===== config.mk =====
export PLATFORM = sky130hd
export DESIGN_NAME = sd_clock_divider_config_core_flat
export DESIGN_NICKNAME = d
export VERILOG_FILES = /design/src/design/sdcd_pkg.sv /design/src/design/sdcd_in_if.sv /design/src/design/sdcd_out_if.sv /design/src/design/sdcd_div.sv /design/src/design/sd_clock_divider_config_core.sv /design/src/flat_wrapper.sv
export SDC_FILE = /design/constraint.sdc
export NUM_CORES = 1
export LEC_CHECK = 0
export ABC_AREA = 1
export BUFFER_PORTS_ARGS = -buffer_cell sky130_fd_sc_hd__buf_4
export CAP_MARGIN = 10
export CORE_MARGIN = 1
export CORE_UTILIZATION = 50
export CTS_BUF_LIST = sky130_fd_sc_hd__clkbuf_4
export DETAILED_ROUTE_END_ITERATION = 10
export GPL_TIMING_DRIVEN = 0
export PLACE_DENSITY = 0.67
export SYNTH_ARGS = -nofsm -noshare
export SYNTH_HDL_FRONTEND = slang
export SYNTH_SLANG_ARGS = --single-unit

===== constraint.sdc =====
create_clock -name clk -period 13.1 [get_ports clk]
set_clock_uncertainty 0.05 [all_clocks]
set_input_delay 1.965 -clock clk [delete_from_list [all_inputs] [get_ports clk]]
set_output_delay 1.965 -clock clk [all_outputs]
set_load 0.05 [all_outputs]

===== src/design/sdcd_pkg.sv =====
`timescale 1ns / 1ps

package sdcd_pkg;

  // Width of the shared divider: the largest PLL rate, 24 MHz times 32, fits in 30 bits.
  localparam int QW = 30;
  localparam int CW = $clog2(QW);

  localparam int TW = 28;
  localparam int MULW = 5;
  localparam int DIVW = 2;
  localparam int CFGW = 5;

  localparam logic [QW-1:0] OSC_HZ = QW'(24000000);
  localparam logic [TW-1:0] OSC_TGT_HZ = TW'(24000000);
  localparam logic [TW-1:0] BAND_SLOW_HZ = TW'(400000);
  localparam logic [TW-1:0] BAND_SD_HZ = TW'(25000000);
  localparam logic [TW-1:0] BAND_HS_HZ = TW'(52000000);

  localparam logic [QW-1:0] MAX_DIVIDER = QW'(16);
  localparam logic [1:0] MAX_PRESCALE = 2'd3;

  localparam logic CFG_PLL_MUL = 1'b0;
  localparam logic CFG_PLL_DIV = 1'b1;

  typedef logic [TW-1:0] target_t;
  typedef logic [QW-1:0] quot_t;

endpackage


===== src/design/sdcd_in_if.sv =====
`timescale 1ns / 1ps

interface sdcd_in_if;
  logic valid;
  logic ready;
  logic [sdcd_pkg::TW-1:0] target_hz;

  modport source (output valid, output target_hz, input ready);
  modport sink (input valid, input target_hz, output ready);
endinterface


===== src/design/sdcd_out_if.sv =====
`timescale 1ns / 1ps

interface sdcd_out_if;
  logic valid;
  logic ready;
  logic [31:0] clock_word;
  logic valid_res;

  modport source (output valid, output clock_word, output valid_res, input ready);
  modport sink (input valid, input clock_word, input valid_res, output ready);
endinterface


===== src/design/sdcd_div.sv =====
`timescale 1ns / 1ps

// Restoring divider, one quotient bit per cycle.
module sdcd_div (
  input  logic                 clk,
  input  logic                 rst_n,
  input  logic                 start,
  input  sdcd_pkg::quot_t      dividend,
  input  sdcd_pkg::quot_t      divisor,
  output logic                 done,
  output sdcd_pkg::quot_t      quotient,
  output sdcd_pkg::quot_t      remainder
);

  sdcd_pkg::quot_t q_r, q_nxt;
  sdcd_pkg::quot_t rem_r, rem_nxt;
  sdcd_pkg::quot_t dvs_r;
  logic [sdcd_pkg::CW-1:0] cnt_r, cnt_nxt;
  logic busy_r, busy_nxt;
  logic done_r, done_nxt;
  logic [sdcd_pkg::QW:0] trial;
  logic [sdcd_pkg::QW:0] diff;
  logic ge;

  always_comb begin
    trial = {rem_r, q_r[sdcd_pkg::QW-1]};
    diff = trial - {1'b0, dvs_r};
    ge = (trial >= {1'b0, dvs_r});
    q_nxt = q_r;
    rem_nxt = rem_r;
    cnt_nxt = cnt_r;
    busy_nxt = busy_r;
    done_nxt = 1'b0;
    if (start) begin
      q_nxt = dividend;
      rem_nxt = '0;
      cnt_nxt = '0;
      busy_nxt = 1'b1;
    end else if (busy_r) begin
      q_nxt = {q_r[sdcd_pkg::QW-2:0], ge};
      rem_nxt = ge ? diff[sdcd_pkg::QW-1:0] : trial[sdcd_pkg::QW-1:0];
      cnt_nxt = cnt_r + 1'b1;
      if (cnt_r == sdcd_pkg::CW'(sdcd_pkg::QW - 1)) begin
        busy_nxt = 1'b0;
        done_nxt = 1'b1;
      end
    end
  end

  always_ff @(posedge clk) begin
    if (!rst_n) begin
      busy_r <= 1'b0;
      done_r <= 1'b0;
      cnt_r <= '0;
    end else begin
      busy_r <= busy_nxt;
      done_r <= done_nxt;
      cnt_r <= cnt_nxt;
    end
  end

  always_ff @(posedge clk) begin
    q_r <= q_nxt;
    rem_r <= rem_nxt;
    if (start) begin
      dvs_r <= divisor;
    end
  end

  assign done = done_r;
  assign quotient = q_r;
  assign remainder = rem_r;

endmodule


===== src/design/sd_clock_divider_config_core.sv =====
`timescale 1ns / 1ps
// A request at or below 24 MHz needs one division and a PLL request needs two; every nonzero
// request then passes zero to three halvings, and a zero request goes straight to the result.
// The 30-step serial divider is shared: it runs for the PLL rate on PLL requests only and
// for the divider on every nonzero request. One item is in work at a time and the next is
// taken in the cycle after the result is loaded, which waits until the output is free.
// Synchronous active-low reset clears the sequencer, the output valid and both config registers.
module sd_clock_divider_config_core (
  input  logic                        clk,
  input  logic                        rst_n,
  sdcd_in_if.sink                     in_ch,
  sdcd_out_if.source                  out_ch,
  input  logic                        cfg_we,
  input  logic                        cfg_index,
  input  logic [sdcd_pkg::CFGW-1:0]   cfg_data
);

  localparam logic [2:0] S_IDLE  = 3'd0;
  localparam logic [2:0] S_PLL   = 3'd1;
  localparam logic [2:0] S_PWAIT = 3'd2;
  localparam logic [2:0] S_TDIV  = 3'd3;
  localparam logic [2:0] S_TWAIT = 3'd4;
  localparam logic [2:0] S_HALVE = 3'd5;
  localparam logic [2:0] S_DONE  = 3'd6;

  logic [2:0] state_r, state_nxt;
  logic [sdcd_pkg::MULW-1:0] mul_r;
  logic [sdcd_pkg::DIVW-1:0] div_r;
  sdcd_pkg::target_t target_r, target_nxt;
  sdcd_pkg::quot_t src_r, src_nxt;
  sdcd_pkg::quot_t d_r, d_nxt;
  logic [1:0] pre_r, pre_nxt;
  logic pll_sel_r, pll_sel_nxt;
  logic fail_r, fail_nxt;
  logic [31:0] word_r, word_nxt;
  logic vres_r, vres_nxt;
  logic ovalid_r, ovalid_nxt;

  logic div_start;
  sdcd_pkg::quot_t div_a, div_b, div_q, div_rem;
  logic div_done;
  logic [sdcd_pkg::QW:0] d_inc;
  logic [2:0] outph, samph;
  logic in_acc, out_free;

  sdcd_div u_div (
    .clk       (clk),
    .rst_n     (rst_n),
    .start     (div_start),
    .dividend  (div_a),
    .divisor   (div_b),
    .done      (div_done),
    .quotient  (div_q),
    .remainder (div_rem)
  );

  assign in_ch.ready = (state_r == S_IDLE);
  assign in_acc = in_ch.valid && in_ch.ready;
  assign out_free = !ovalid_r || out_ch.ready;

  always_comb begin
    if (target_r <= sdcd_pkg::BAND_SLOW_HZ) begin
      outph = 3'd0; samph = 3'd0;
    end else if (target_r <= sdcd_pkg::BAND_SD_HZ) begin
      outph = 3'd0; samph = 3'd5;
    end else if (target_r <= sdcd_pkg::BAND_HS_HZ) begin
      outph = 3'd3; samph = 3'd4;
    end else begin
      outph = 3'd1; samph = 3'd4;
    end
  end

  always_comb begin
    state_nxt = state_r;
    target_nxt = target_r;
    src_nxt = src_r;
    d_nxt = d_r;
    pre_nxt = pre_r;
    pll_sel_nxt = pll_sel_r;
    fail_nxt = fail_r;
    word_nxt = word_r;
    vres_nxt = vres_r;
    ovalid_nxt = ovalid_r && !out_ch.ready;
    div_start = 1'b0;
    div_a = src_r;
    div_b = sdcd_pkg::QW'(target_r);
    d_inc = {1'b0, d_r} + 1'b1;

    unique case (state_r)
      S_IDLE: begin
        if (in_acc) begin
          target_nxt = in_ch.target_hz;
          pre_nxt = '0;
          fail_nxt = (in_ch.target_hz == '0);
          pll_sel_nxt = (in_ch.target_hz > sdcd_pkg::OSC_TGT_HZ);
          src_nxt = sdcd_pkg::OSC_HZ;
          if (in_ch.target_hz == '0) begin
            state_nxt = S_DONE;
          end else if (in_ch.target_hz > sdcd_pkg::OSC_TGT_HZ) begin
            state_nxt = S_PLL;
          end else begin
            state_nxt = S_TDIV;
          end
        end
      end
      S_PLL: begin
        div_start = 1'b1;
        div_a = sdcd_pkg::OSC_HZ * sdcd_pkg::QW'({1'b0, mul_r} + 6'd1);
        div_b = sdcd_pkg::QW'({1'b0, div_r} + 3'd1);
        state_nxt = S_PWAIT;
      end
      S_PWAIT: begin
        if (div_done) begin
          src_nxt = div_q;
          state_nxt = S_TDIV;
        end
      end
      S_TDIV: begin
        div_start = 1'b1;
        state_nxt = S_TWAIT;
      end
      S_TWAIT: begin
        if (div_done) begin
          d_nxt = div_q + sdcd_pkg::QW'(div_rem != '0);
          state_nxt = S_HALVE;
        end
      end
      S_HALVE: begin
        if (d_r > sdcd_pkg::MAX_DIVIDER) begin
          if (pre_r == sdcd_pkg::MAX_PRESCALE) begin
            fail_nxt = 1'b1;
            state_nxt = S_DONE;
          end else begin
            pre_nxt = pre_r + 1'b1;
            d_nxt = d_inc[sdcd_pkg::QW:1];
          end
        end else begin
          state_nxt = S_DONE;
        end
      end
      S_DONE: begin
        if (out_free) begin
          ovalid_nxt = 1'b1;
          vres_nxt = !fail_r;
          if (fail_r) begin
            word_nxt = '0;
          end else begin
            word_nxt = {1'b1, 6'b0, pll_sel_r, 1'b0, samph, 2'b0, pre_r, 5'b0, outph,
                        4'b0, d_r[3:0] - 4'd1};
          end
          state_nxt = S_IDLE;
        end
      end
      default: state_nxt = S_IDLE;
    endcase
  end

  always_ff @(posedge clk) begin
    if (!rst_n) begin
      state_r <= S_IDLE;
      ovalid_r <= 1'b0;
      mul_r <= '0;
      div_r <= '0;
    end else begin
      state_r <= state_nxt;
      ovalid_r <= ovalid_nxt;
      if (cfg_we) begin
        if (cfg_index == sdcd_pkg::CFG_PLL_MUL) begin
          mul_r <= cfg_data[sdcd_pkg::MULW-1:0];
        end else begin
          div_r <= cfg_data[sdcd_pkg::DIVW-1:0];
        end
      end
    end
  end

  always_ff @(posedge clk) begin
    target_r <= target_nxt;
    src_r <= src_nxt;
    d_r <= d_nxt;
    pre_r <= pre_nxt;
    pll_sel_r <= pll_sel_nxt;
    fail_r <= fail_nxt;
    word_r <= word_nxt;
    vres_r <= vres_nxt;
  end

  assign out_ch.valid = ovalid_r;
  assign out_ch.clock_word = word_r;
  assign out_ch.valid_res = vres_r;

  // A valid result always carries the enable bit; a failed one is all zeros.
  a_word_form: assert property (@(posedge clk) disable iff (!rst_n)
    out_ch.valid |-> (out_ch.valid_res ? out_ch.clock_word[31] : (out_ch.clock_word == '0)))
    else $error("clock word does not match its valid flag");

  // The divider only finishes while the sequencer waits for it.
  a_div_done: assert property (@(posedge clk) disable iff (!rst_n)
    div_done |-> (state_r == S_PWAIT || state_r == S_TWAIT))
    else $error("divider finished outside a wait state");

  // A successful item leaves the halving loop with a divider from 1 to 16.
  a_div_range: assert property (@(posedge clk) disable iff (!rst_n)
    (state_r == S_DONE && !fail_r) |-> (d_r != '0 && d_r <= sdcd_pkg::MAX_DIVIDER))
    else $error("divider out of range at result");

  // Once an item is taken the block is busy in the cycle after it.
  a_busy: assert property (@(posedge clk) disable iff (!rst_n)
    in_acc |=> !in_ch.ready)
    else $error("input ready right after an accepted item");

endmodule

===== src/flat_wrapper.sv =====
// flat-port wrapper written by rule: the top's interface ports become plain ports
module sd_clock_divider_config_core_flat 
  (clk, rst_n, cfg_we, cfg_index, cfg_data, in_ch_valid, in_ch_target_hz, in_ch_ready, out_ch_valid, out_ch_clock_word, out_ch_valid_res, out_ch_ready);
  sdcd_in_if in_ch_i ();
  sdcd_out_if out_ch_i ();
  input  logic clk;
  input  logic rst_n;
  input  logic cfg_we;
  input  logic cfg_index;
  input  logic [sdcd_pkg::CFGW-1:0] cfg_data;
  input wire logic [$bits(in_ch_i.valid)-1:0] in_ch_valid;
  input wire logic [$bits(in_ch_i.target_hz)-1:0] in_ch_target_hz;
  output wire logic [$bits(in_ch_i.ready)-1:0] in_ch_ready;
  output wire logic [$bits(out_ch_i.valid)-1:0] out_ch_valid;
  output wire logic [$bits(out_ch_i.clock_word)-1:0] out_ch_clock_word;
  output wire logic [$bits(out_ch_i.valid_res)-1:0] out_ch_valid_res;
  input wire logic [$bits(out_ch_i.ready)-1:0] out_ch_ready;
  assign in_ch_i.valid = in_ch_valid;
  assign in_ch_i.target_hz = in_ch_target_hz;
  assign in_ch_ready = in_ch_i.ready;
  assign out_ch_valid = out_ch_i.valid;
  assign out_ch_clock_word = out_ch_i.clock_word;
  assign out_ch_valid_res = out_ch_i.valid_res;
  assign out_ch_i.ready = out_ch_ready;
  sd_clock_divider_config_core u_core (.clk(clk), .rst_n(rst_n), .in_ch(in_ch_i), .out_ch(out_ch_i), .cfg_we(cfg_we), .cfg_index(cfg_index), .cfg_data(cfg_data));
endmodule

**Yosys cells after proc, flatten, opt, wreduce, memory -nomap -nowiden**

Index checks and enable logic that the tools add are counted.

- Flip-flop bits (word level): 233
- Bits of input ports: 39
- Output and inout port bits: 35

- Add/subtract/negate cells: 8
- Multipliers: 1
- Magnitude comparators: 6
- Equal/unequal tests: 16
- Multiplexer cells: 42
- Bitwise gates (word level): 3
- Reduce and logical (&&, ||, !) cells: 27

Operators by type and width:

| operator | number |
|---|---|
| $mux W30 | 9 |
| $pmux W30 S2 | 2 |
| $mux W32 | 1 |
| $add A30 B1 Y31 const B | 1 |
| $ge A31 B30 Y1 | 1 |
| $add A30 B1 Y30 | 1 |
| $gt A30 B5 Y1 const B | 1 |
| $mul A16 B30 Y21 const A | 1 |
| $mux W3 | 10 |
| $reduce_bool A30 Y1 | 1 |
| $sub A30 B30 Y30 | 1 |
| $gt A28 B25 Y1 const B | 1 |
| $le A28 B19 Y1 const B | 1 |
| $le A28 B25 Y1 const B | 1 |
| $le A28 B26 Y1 const B | 1 |
| $logic_not A28 Y1 | 1 |
| $mux W28 | 1 |
| $pmux W3 S7 | 1 |
| $reduce_and A4 Y1 | 3 |
| $mux W1 | 11 |
| $mux W2 | 5 |
| $eq A3 B3 Y1 const B | 3 |
| $ne A2 B2 Y1 const B | 4 |
| $reduce_and A2 Y1 | 4 |
| 23 further kinds | 37 |

**Logic depth before layout (Yosys ltp)**

Gate-level depths: netlist (run 1).

- Depth after elaboration: 5
- Gate-level depth with buffers: 20
- Depth with buffers taken out: 20

**Modules after synthesis**

From an unflattened synthesis (run 1), not the netlist that was laid out.

- Cells, all modules: 2204
- Area, all modules: 15753.9 um^2

By module, submodules not included:

| module | times used | cells an instance | area each (um^2) |
|---|---|---|---|
| sd_clock_divider_config_core | 1 | 1301 | 9475.3 |
| sdcd_div | 1 | 903 | 6278.5 |

**Worst setup path before layout (run 1)**

Ideal clock, no wire load.

- Kind: flip-flop to flip-flop
- From: register u_core.mul_r[0] (netlist name)
- To: register u_core.u_div.q_r[29] (netlist: u_core.u_div.quotient[29]) (data pin)
- Arrival: 3908 ps
- Path slack: 8889 ps
- Stages on the path, launching flop included: 17
- Period minus slack after synthesis: 4211 ps
- Cells stage by stage: dfxtp_1 nand2_1 nor2_1 xor2_1 inv_1 fa_1 fa_1 fa_1 inv_1 ha_1 a21o_1 a21oi_1 nor2_1 nor3_1 nand3_1 nand3_1 nand2_1

- Longest elaborated chain between the ends: 4

Ends and longest elaborated chain:

| element | line | source |
|---|---|---|
| start, declared | sd_clock_divider_config_core.sv:27 | `logic [sdcd_pkg::MULW-1:0] mul_r;` |
| start signal, assigned | sd_clock_divider_config_core.sv:169 | `mul_r <= cfg_data[sdcd_pkg::MULW-1:0];` |
| $add A5 B1 Y6 | sd_clock_divider_config_core.sv:108 | `div_a = sdcd_pkg::OSC_HZ * sdcd_pkg::QW'({1'b0, mul_r} + 6'd1);` |
| $mul A16 B30 Y21 | sd_clock_divider_config_core.sv:108 |  |
| $mux W30 | sd_clock_divider_config_core.sv:89 | `unique case (state_r)` |
| $mux W30 | sdcd_div.sv:34 | `if (start) begin` |
| net u_core.u_div.q_nxt[29] | sdcd_div.sv:15 | `sdcd_pkg::quot_t q_r, q_nxt;` |
| end signal, assigned | sdcd_div.sv:63 | `q_r <= q_nxt;` |
| end, declared | sdcd_div.sv:15 |  |

The timed path passes the listed nets, and every way through them passes these cells.
A chain may end at the register's enable or synchronous reset.

**Worst setup path after layout (run 1)**

Same ends and word-level chain as after synthesis.

==> results.toml, run 1 <==
[synth]
synthesis.area_mm2 = 0.0149
synth_cell_types = 50
synth_edf_count = 162
yosysSeqAreaShare_pct = 39.0
synth_top_family_by_area = "simple AND/OR/NAND/NOR gates"
avgSynthCellArea_um2 = 7.42
synth-adder-area-share_pct = 9.22
yosysWarningCount = 0
synthArstFlopShare_pct = 0
synth.area.mux_share_pct = 0
synth_seq_cells = 210
synthFlopType = "edfxtp_1"
synth_xor_area_share_pct = 3.70
syn_inst = 2012
synth_compound_area_share_pct = 6.59
synth_simple_gate_area_share_pct = 30.3

[run]
maxCapViolCount = 0

[floorplanning]
core_region_area_mm2 = 0.0290
ios = 74
initial_utilization_pct = 51.4
die_w_um = 175
die_h_um = 175
rows = 62
die_area_mm2 = 0.0305

[place]
io_buffer_count = 52
pre_cts_slack_ps = 8230
dpl.hpwl_um = 30200
finalWeightedCongestion = 0.981

[sta]
holdWs_ps = 422
fin_crit_sh_pct = 37.4
setup_slack_ps = 8210
max_slew.worst_pin.slew_ps = 1180
maxSlewHeadroom_pct = 21.1
tns_ps = 0
drv_slew = 0
hold_viol = 0
timing.final.crit_period_ps = 4890
rsz0062_at_grt = "no"
fmax_mhz = 204
finalSetupViolCount = 0

[power]
ir_drop_uv = 93.0
pwr_density_cell_mw_per_mm2 = 177
leakage_nw = 8.09

[clock_tree]
cts_setup_buffers = 0
insertion_delay_ps = 710
postCtsResizedCells = 0
cts-hold-fix-buffers = 0
numCtsBuffers = 57
clock_path_buffers = 3
htreeDepth = 2
path_clk_slew_ps = 60
cts.sinks = 210
root_buffer = "clkbuf_4"
cts_tree = "yes"

[finish]
final_util_pct = 57.4
area_growth_pct = 11.6
fin_nets = 2282
drive_above_1_share_pct = 10.0
layout_common_cells = "nand2_1, inv_1, nor2_1"
final_common_cell = "nand2_1"

[drt]
avgViaCountPerCell = 5.21
drcViolationCount = 0
dr.pass1.iters = 5
post_drt_wl_per_cell_um = 15.0
drt_wl_total_um = 38600
routed-via-count = 13400
drt_iter0_markers = 1243
ant_nets = 0

[global_routing]
grt_pass1_wl_um = 61900
antenna_found_initial = 1
grt_max_degree = 38
gr-total-overflow = 0
first_global_vias = 12300
track_usage_pct = 25.3

[outcome]
status = "finished clean"

[critical_path]
crit_required_ps = 13470
end_kind = "flop"
crit_type = "flop to flop"
startpoint_type = "flop"
worstPathMaxFanout = 7
arrival_ps = 5260

[min_path]
hold_path_class = "flop to flop"
power by group:
group | leakage (nW) | internal [W] | switching [W] | total [W]
Clock | 0.428 | 0.000288 | 0.000286 | 0.000574
Combinational | 5.78 | 0.000396 | 0.000864 | 0.00126
Sequential | 1.89 | 0.000991 | 0.000131 | 0.00112
Total | 8.09 | 0.00168 | 0.00128 | 0.00296
logic make-up (layout without fill, tap and decap cells):
family,count (synthesis),count (layout)
AOI/OAI and AO/OA,174,174
xor gates and xnor gates,63,63
adders and majority gates,98,98
buffers and inverters,408,568
DFF,210,210
other,1,21
and+or+nand+nor,1058,1058
final timing paths:
kind,endpoint,from,cells past startpoint,slack [ps]
max,u_core.u_div.quotient[29],u_core.mul_r[0],16,8210
min,u_core.u_div.remainder[4],u_core.u_div.remainder[4],2,420
max reg2reg,u_core.u_div.quotient[29],u_core.mul_r[0],16,8210
min reg2reg,u_core.u_div.remainder[4],u_core.u_div.remainder[4],2,420
final cells by class:
class	instances	area (µm²)
Multi-Input combinational cell	1413	7520
Sequential cell	210	5830
Antenna cell	1	2.50
Tap cell	384	480
Clock buffer	81	608
Inverter	354	1330
Clock inverter	24	111
Buffer	54	323
Fill cell	2833	12400
Timing Repair Buffer	55	457
sequential cells by signal, summed over array words and instances, names as in the netlist, 12 cells and up:
register / cells
u_core.src_r: 30
u_core.u_div.remainder: 30
u_core.u_div.dvs_r: 28
u_core.d_r: 30
u_core.out_ch.clock_word: 12
u_core.u_div.quotient: 30
u_core.target_r: 28
stage by stage:
step                      cells  cell area (µm²)  total power (W)
after floorplan            2031            15000          0.00198
after global placement     2467            15900          0.00233
after detailed placement   2467            15900          0.00235
after CTS                  2572            16600          0.00293
after global routing       2576            16700          0.00317
final                      2576            16700          0.00296
worst max-delay path, cell delays in order, from the launching register on:
cell and delay, ps:
dfxtp_1 610, nand2_1 140, nor2_1 240, xor2_1 530
inv_1 130, fa_1 510, fa_1 510, fa_1 520
inv_1 40, ha_1 350, a21o_1 220, a21oi_1 240
nor2_1 70, nor3_1 240, nand3_1 100, nand3_1 90
nand2_1 50
synthesized netlist by cell type (all sizes together), types with 6 or more instances:
| cell type | number | area, µm² |
|---|---|---|
| a21oi | 62 | 314 |
| buf | 31 | 235 |
| clkbuf | 23 | 86.3 |
| dfxtp | 48 | 961 |
| edfxtp | 162 | 4860 |
| fa | 20 | 400 |
| ha | 78 | 976 |
| inv | 353 | 1330 |
| nand2 | 588 | 2270 |
| nand3 | 132 | 661 |
| nand3b | 12 | 90.1 |
| nand4 | 36 | 225 |
| nor2 | 212 | 836 |
| nor3 | 39 | 200 |
| nor4 | 23 | 144 |
| o211ai | 7 | 52.6 |
| o21ai | 67 | 335 |
| o21bai | 12 | 90.1 |
| o221ai | 6 | 52.6 |
| or2 | 9 | 56.3 |
| xnor2 | 20 | 175 |
| xor2 | 43 | 377 |
metal layers:
| metal | up-vias | wire (µm) | track usage [%] |
|---|---|---|---|
| met5 | - | 0 | 0 |
| met4 | 0 | 833 | 6.96 |
| met1 | 6080 | 18300 | 36.7 |
| met3 | 76 | 2580 | 3.50 |
| met2 | 518 | 16900 | 39.5 |
| li1 | 6746 | - | - |
Note: power is estimated with default switching activity, not from simulation.
==> run 2, diff against run 1 <==
PLACE_DENSITY = 0.7   (was 0.67)
clock period = 4.1 ns   (was 13.1 ns; I/O delays follow)
==> run 2 against run 1 <==
  * Register-to-register slack got worse by 8100 ps
  * Wire length decreased by 1.7%
  * Critical path depth increased by 1
  * Core utilization increased by 1.1 points
  * Cell count increased by 0.27%
  * Power increased to 3.2 times the previous value
  * Sequential cell count unchanged
  * Maximum frequency increased by 23%
  * Combinational power increased to 3.2 times the previous value
  * Sequential share of layout area decreased by 0.57 points
==> results.toml, run 2 (same netlist as run 1, synthesis figures left out) <==
[outcome]
status = "finished clean"

[clock_tree]
cts_tree = "yes"
htreeDepth = 2
insertion_delay_ps = 710
cts.sinks = 210
clock_path_buffers = 3
cts-hold-fix-buffers = 0
root_buffer = "clkbuf_4"
numCtsBuffers = 54
path_clk_slew_ps = 70

[critical_path]
startpoint = "u_core.mul_r[0]"
crit_type = "flop to flop"
rr_worst_depth = 17
startpoint_type = "flop"
r2r_slack_ps = 140
setup.worst_path.end = "u_core.u_div.quotient[29]"
reg2reg_to = "u_core.u_div.quotient[29]"
arrival_ps = 4370
worstReg2RegStart = "u_core.mul_r[0]"
crit_required_ps = 4510
worstPathMaxFanout = 5
end_kind = "flop"

[place]
io_buffer_count = 52
placed_cells = 2468
dpl.hpwl_um = 29300
finalWeightedCongestion = 0.971

[floorplanning]
die_h_um = 175
initial_utilization_pct = 51.4
rows = 62
die_area_mm2 = 0.0305
die_w_um = 175
core_region_area_mm2 = 0.0290
ios = 74

[finish]
final_common_cell = "nand2_1"
area_growth_pct = 13.7
fin_nets = 2290
final_util_pct = 58.5
final_cells = 2583
n_fill_cell = 2723
layout_common_cells = "nand2_1, inv_1, nor2_1"
drive_above_1_share_pct = 11.9

[global_routing]
grt_pass1_wl_um = 61500
first_global_vias = 12800
grt_max_degree = 38
antenna_found_initial = 1
track_usage_pct = 25.0
gr-total-overflow = 0

[run]
maxCapViolCount = 0

[sta]
tns_ps = 0
finalSetupViolCount = 0
fin_crit_sh_pct = 96.7
holdWs_ps = 61.7
max_slew.worst_pin.slew_ps = 1190
maxSlewHeadroom_pct = 20.4
drv_slew = 0
hold_viol = 0
timing.final.crit_period_ps = 3960
fmax_mhz = 252

[min_path]
hold_path_class = "primary input to flop"

[drt]
routed-via-count = 13400
drcViolationCount = 0
post_drt_wl_per_cell_um = 14.7
avgViaCountPerCell = 5.20
dr.pass1.iters = 5
ant_nets = 0
drt_iter0_markers = 1033
drt_wl_total_um = 37900

[power]
ir_drop_uv = 290
leakage_nw = 8.13
pwr_density_cell_mw_per_mm2 = 554
==> run 2: final cells by class <==
class	instances	area [µm²]	area share [%]
Buffer	54	323	1.90
Timing Repair Buffer	66	559	3.30
Clock inverter	22	91.3	0.538
Multi-Input combinational cell	1413	7750	45.7
Antenna cell	1	2.50	0.0147
Tap cell	384	480	2.83
Inverter	354	1330	7.86
Clock buffer	79	593	3.50
Sequential cell	210	5840	34.4
==> run 2: critical path, stage by stage, from the launching register on <==
cell	delay, ps
dfxtp_4	390
nand2_2	90
nor2_4	220
xor2_4	220
inv_1	90
fa_1	470
fa_1	450
fa_1	520
inv_1	50
ha_2	310
nand2_1	120
inv_1	60
a21oi_2	180
nor2_1	80
nor3_2	170
nand3_1	120
nand3_2	100
nand2_1	60
==> run 2: report_power, final <==
group          total (W)  switching (W)  internal [W]
combinational    0.00404        0.00273       0.00131
sequential       0.00358       0.000410       0.00317
clock            0.00178       0.000893      0.000888
total            0.00939        0.00403       0.00537
==> run 2: routing by layer <==
layer / up-vias / GRT usage [%] / share of wire (%)
met5: - / 0 / 0
met3: 99 / 3.70 / 7.7
li1: 6751 / - / -
met1: 6053 / 34.3 / 45
met4: 0 / 8.26 / 2.8
met2: 516 / 40.5 / 45
==> run 2: worst min-delay path by stage <==
stage | from | to | slack (ps) | cells after the start
5_1_grt | in_ch_target_hz[7] | u_core.target_r[7] | 20 | 1
2_1_floorplan | u_core.u_div.remainder[29] | u_core.u_div.remainder[29] | 400 | 2
6_report | in_ch_target_hz[7] | u_core.target_r[7] | 60 | 1
3_5_place_dp | u_core.u_div.remainder[12] | u_core.u_div.remainder[12] | 420 | 2
3_3_place_gp | u_core.u_div.remainder[7] | u_core.u_div.remainder[7] | 410 | 2
4_1_cts | in_ch_target_hz[4] | u_core.target_r[4] | 10 | 1
==> run 2: per-stage QoR <==
step                      area, µm²  total power, W  setup WS [ps]
after floorplan               15000         0.00631           50.9
after global placement        15900         0.00736           -456
after detailed placement      15900         0.00745           -501
after CTS                     16700         0.00929          -8.01
after global routing          17000          0.0101          -62.3
final                         17000         0.00939            135
==> run 2: timing repair <==
item / CTS / global route
pin swaps: 2 / 13
endpoints found under the hold margin: 0 / 0
cloned: 0 / 0
buffers inserted: 5 / 5
resized for setup: 18 / 27
endpoints found under the setup margin: 13 / 13
==> run 3, diff against run 2 <==
CORE_UTILIZATION = 58   (was 50)
PLACE_DENSITY = 0.79   (was 0.7)
==> run 3 against run 2 <==
  * Critical path depth is 1 lower
  * Non-clock buffer count is 7 higher
  * Wire length is 4.0% higher
  * Cell count is 1.7% lower
  * Clock-buffer cell count is 3 lower
  * Power is 2.0% higher
  * Final area is 0.23% higher
  * Clock power is 6% higher
  * Worst hold slack better by 19 ps
  * Global-route usage is 4.6 points higher
  * Sequential power hardly changed
  * Critical path type unchanged
  * Critical endpoint is now u_core.u_div.quotient[28]
==> results.toml, run 3 (same netlist as run 1, synthesis figures left out) <==
[critical_path]
slowest_stage = "fa_1"
crit_required_ps = 4500
crit_chain = "nand2_4, nor2_4, xor2_4, inv_2, fa_1, fa_1, fa_1, inv_1, ha_4, a21oi_1, o21ai_0, a21oi_1, nand2_1, xor2_1, nand2_1, nand2_1"
startpoint_type = "flop"
cp_slowest_stage_delay_ps = 530
end_kind = "flop"
cp_top_family = "adder cells"
worstPathMaxFanout = 5
cp_num_buf_inv = 2
arrival_ps = 4420
crit_type = "flop to flop"

[floorplanning]
die_area_mm2 = 0.0264
die_h_um = 162
rows = 58
initial_utilization_pct = 59.3
ios = 74
die_w_um = 162
core_region_area_mm2 = 0.0252

[sta]
drv_slew = 0
holdWs_ps = 81.1
timing.final.crit_period_ps = 4030
finalSetupViolCount = 0
fin_crit_sh_pct = 98.2
max_slew.worst_pin.slew_ps = 1150
maxSlewHeadroom_pct = 23.2
fmax_mhz = 248
hold_viol = 0

[global_routing]
gr-total-overflow = 0
grt_pass1_wl_um = 62200
grt_max_degree = 38
first_global_vias = 12600
track_usage_pct = 29.6
antenna_found_initial = 1

[finish]
drive_above_1_share_pct = 12.1
stdcell_area_mm2 = 0.0170
final_common_cell = "nand2_1"
layout_common_cells = "nand2_1, inv_1, nor2_1"
fin_nets = 2299
area_growth_pct = 14.0

[place]
place_area_mm2 = 0.0158
io_buffer_count = 52
finalWeightedCongestion = 0.948
dpl.hpwl_um = 29600

[drt]
routed-via-count = 13700
drcViolationCount = 0
drt_wl_total_um = 39500
ant_nets = 0
avgViaCountPerCell = 5.39
dr.pass1.iters = 6
drt_iter0_markers = 1253
post_drt_wl_per_cell_um = 15.5

[clock_tree]
cts_tree = "yes"
cts.sinks = 210
path_clk_slew_ps = 70
clock_path_buffers = 3
root_buffer = "clkbuf_4"
insertion_delay_ps = 690
htreeDepth = 2
cts-hold-fix-buffers = 0
numCtsBuffers = 56

[outcome]
status = "finished clean"

[min_path]
hold_path_class = "primary input to flop"

[power]
leakage_nw = 8.20
pwr_density_cell_mw_per_mm2 = 563
ir_drop_uv = 390

[run]
maxCapViolCount = 0
run 3: through the flow:
step | util [%] | cells | worst slack (ps) | power [W] | TNS (ps)
3_5_place_dp | 62.8 | 2413 | -538 | 0.00747 | -4320
2_1_floorplan | - | 2031 | 50.9 | 0.00631 | 0
6_report | 67.5 | 2540 | 73.7 | 0.00958 | 0
4_1_cts | 66.2 | 2522 | -2.35 | 0.00942 | -2.35
3_3_place_gp | 62.8 | 2413 | -429 | 0.00736 | -3120
5_1_grt | 67.5 | 2540 | -112 | 0.0103 | -457
run 3: layer usage:
layer	routed length [µm]	share of wire, %	vias to the layer above	global-route usage [%]
li1	-	-	6751	-
met1	17200	44	6319	41.5
met2	18300	46	566	48.1
met3	3220	8.2	64	3.97
met4	723	1.8	0	8.06
met5	0	0	-	0
run 3: worst reg2reg max path, delay by kind of cell, from the launching register on:
kind | cells | cell delay (ps)
AOI/OAI and AO/OA | 3 | 520
and+or+nand+nor | 5 | 500
adders and majority gates | 4 | 1790
xor gates and xnor gates | 2 | 360
DFF | 1 | 420
buffers and inverters | 2 | 140
run 3: layout make-up:
class                   count  area [µm²]
multi-input cells        1413        7740
diodes                      1        2.50
plain buffers              54         323
fillers                  2098        8170
inverters                 354        1340
clock inverters            29         169
well taps                 330         413
flip-flops and latches    210        5840
clock buffers              76         571
repair buffers             73         612
run 3: timing repair:
item | CTS | global route
setup buffers | 4 | 13
setup endpoints to repair | 15 | 13
pin swaps | 1 | 16
gates cloned | 0 | 0
resized for setup | 23 | 26
run 3: path summary, 6_finish.rpt:
kind,startpoint,endpoint,slack [ps],cells after the start
worst max-delay path,u_core.mul_r[0],u_core.u_div.quotient[28],70,16
worst min-delay path,in_ch_target_hz[2],u_core.target_r[2],80,1
worst max register to register,u_core.mul_r[0],u_core.u_div.quotient[28],70,16
worst min register to register,u_core.u_div.remainder[12],u_core.u_div.remainder[12],420,2
run 3: where the power goes:
part | switching (W) | internal, W | total (W) | leakage [nW]
Combinational | 0.00279 | 0.00132 | 0.00411 | 5.88
Sequential | 0.000418 | 0.00317 | 0.00359 | 1.89
Clock | 0.000896 | 0.000992 | 0.00189 | 0.429
Total | 0.00410 | 0.00548 | 0.00958 | 8.20
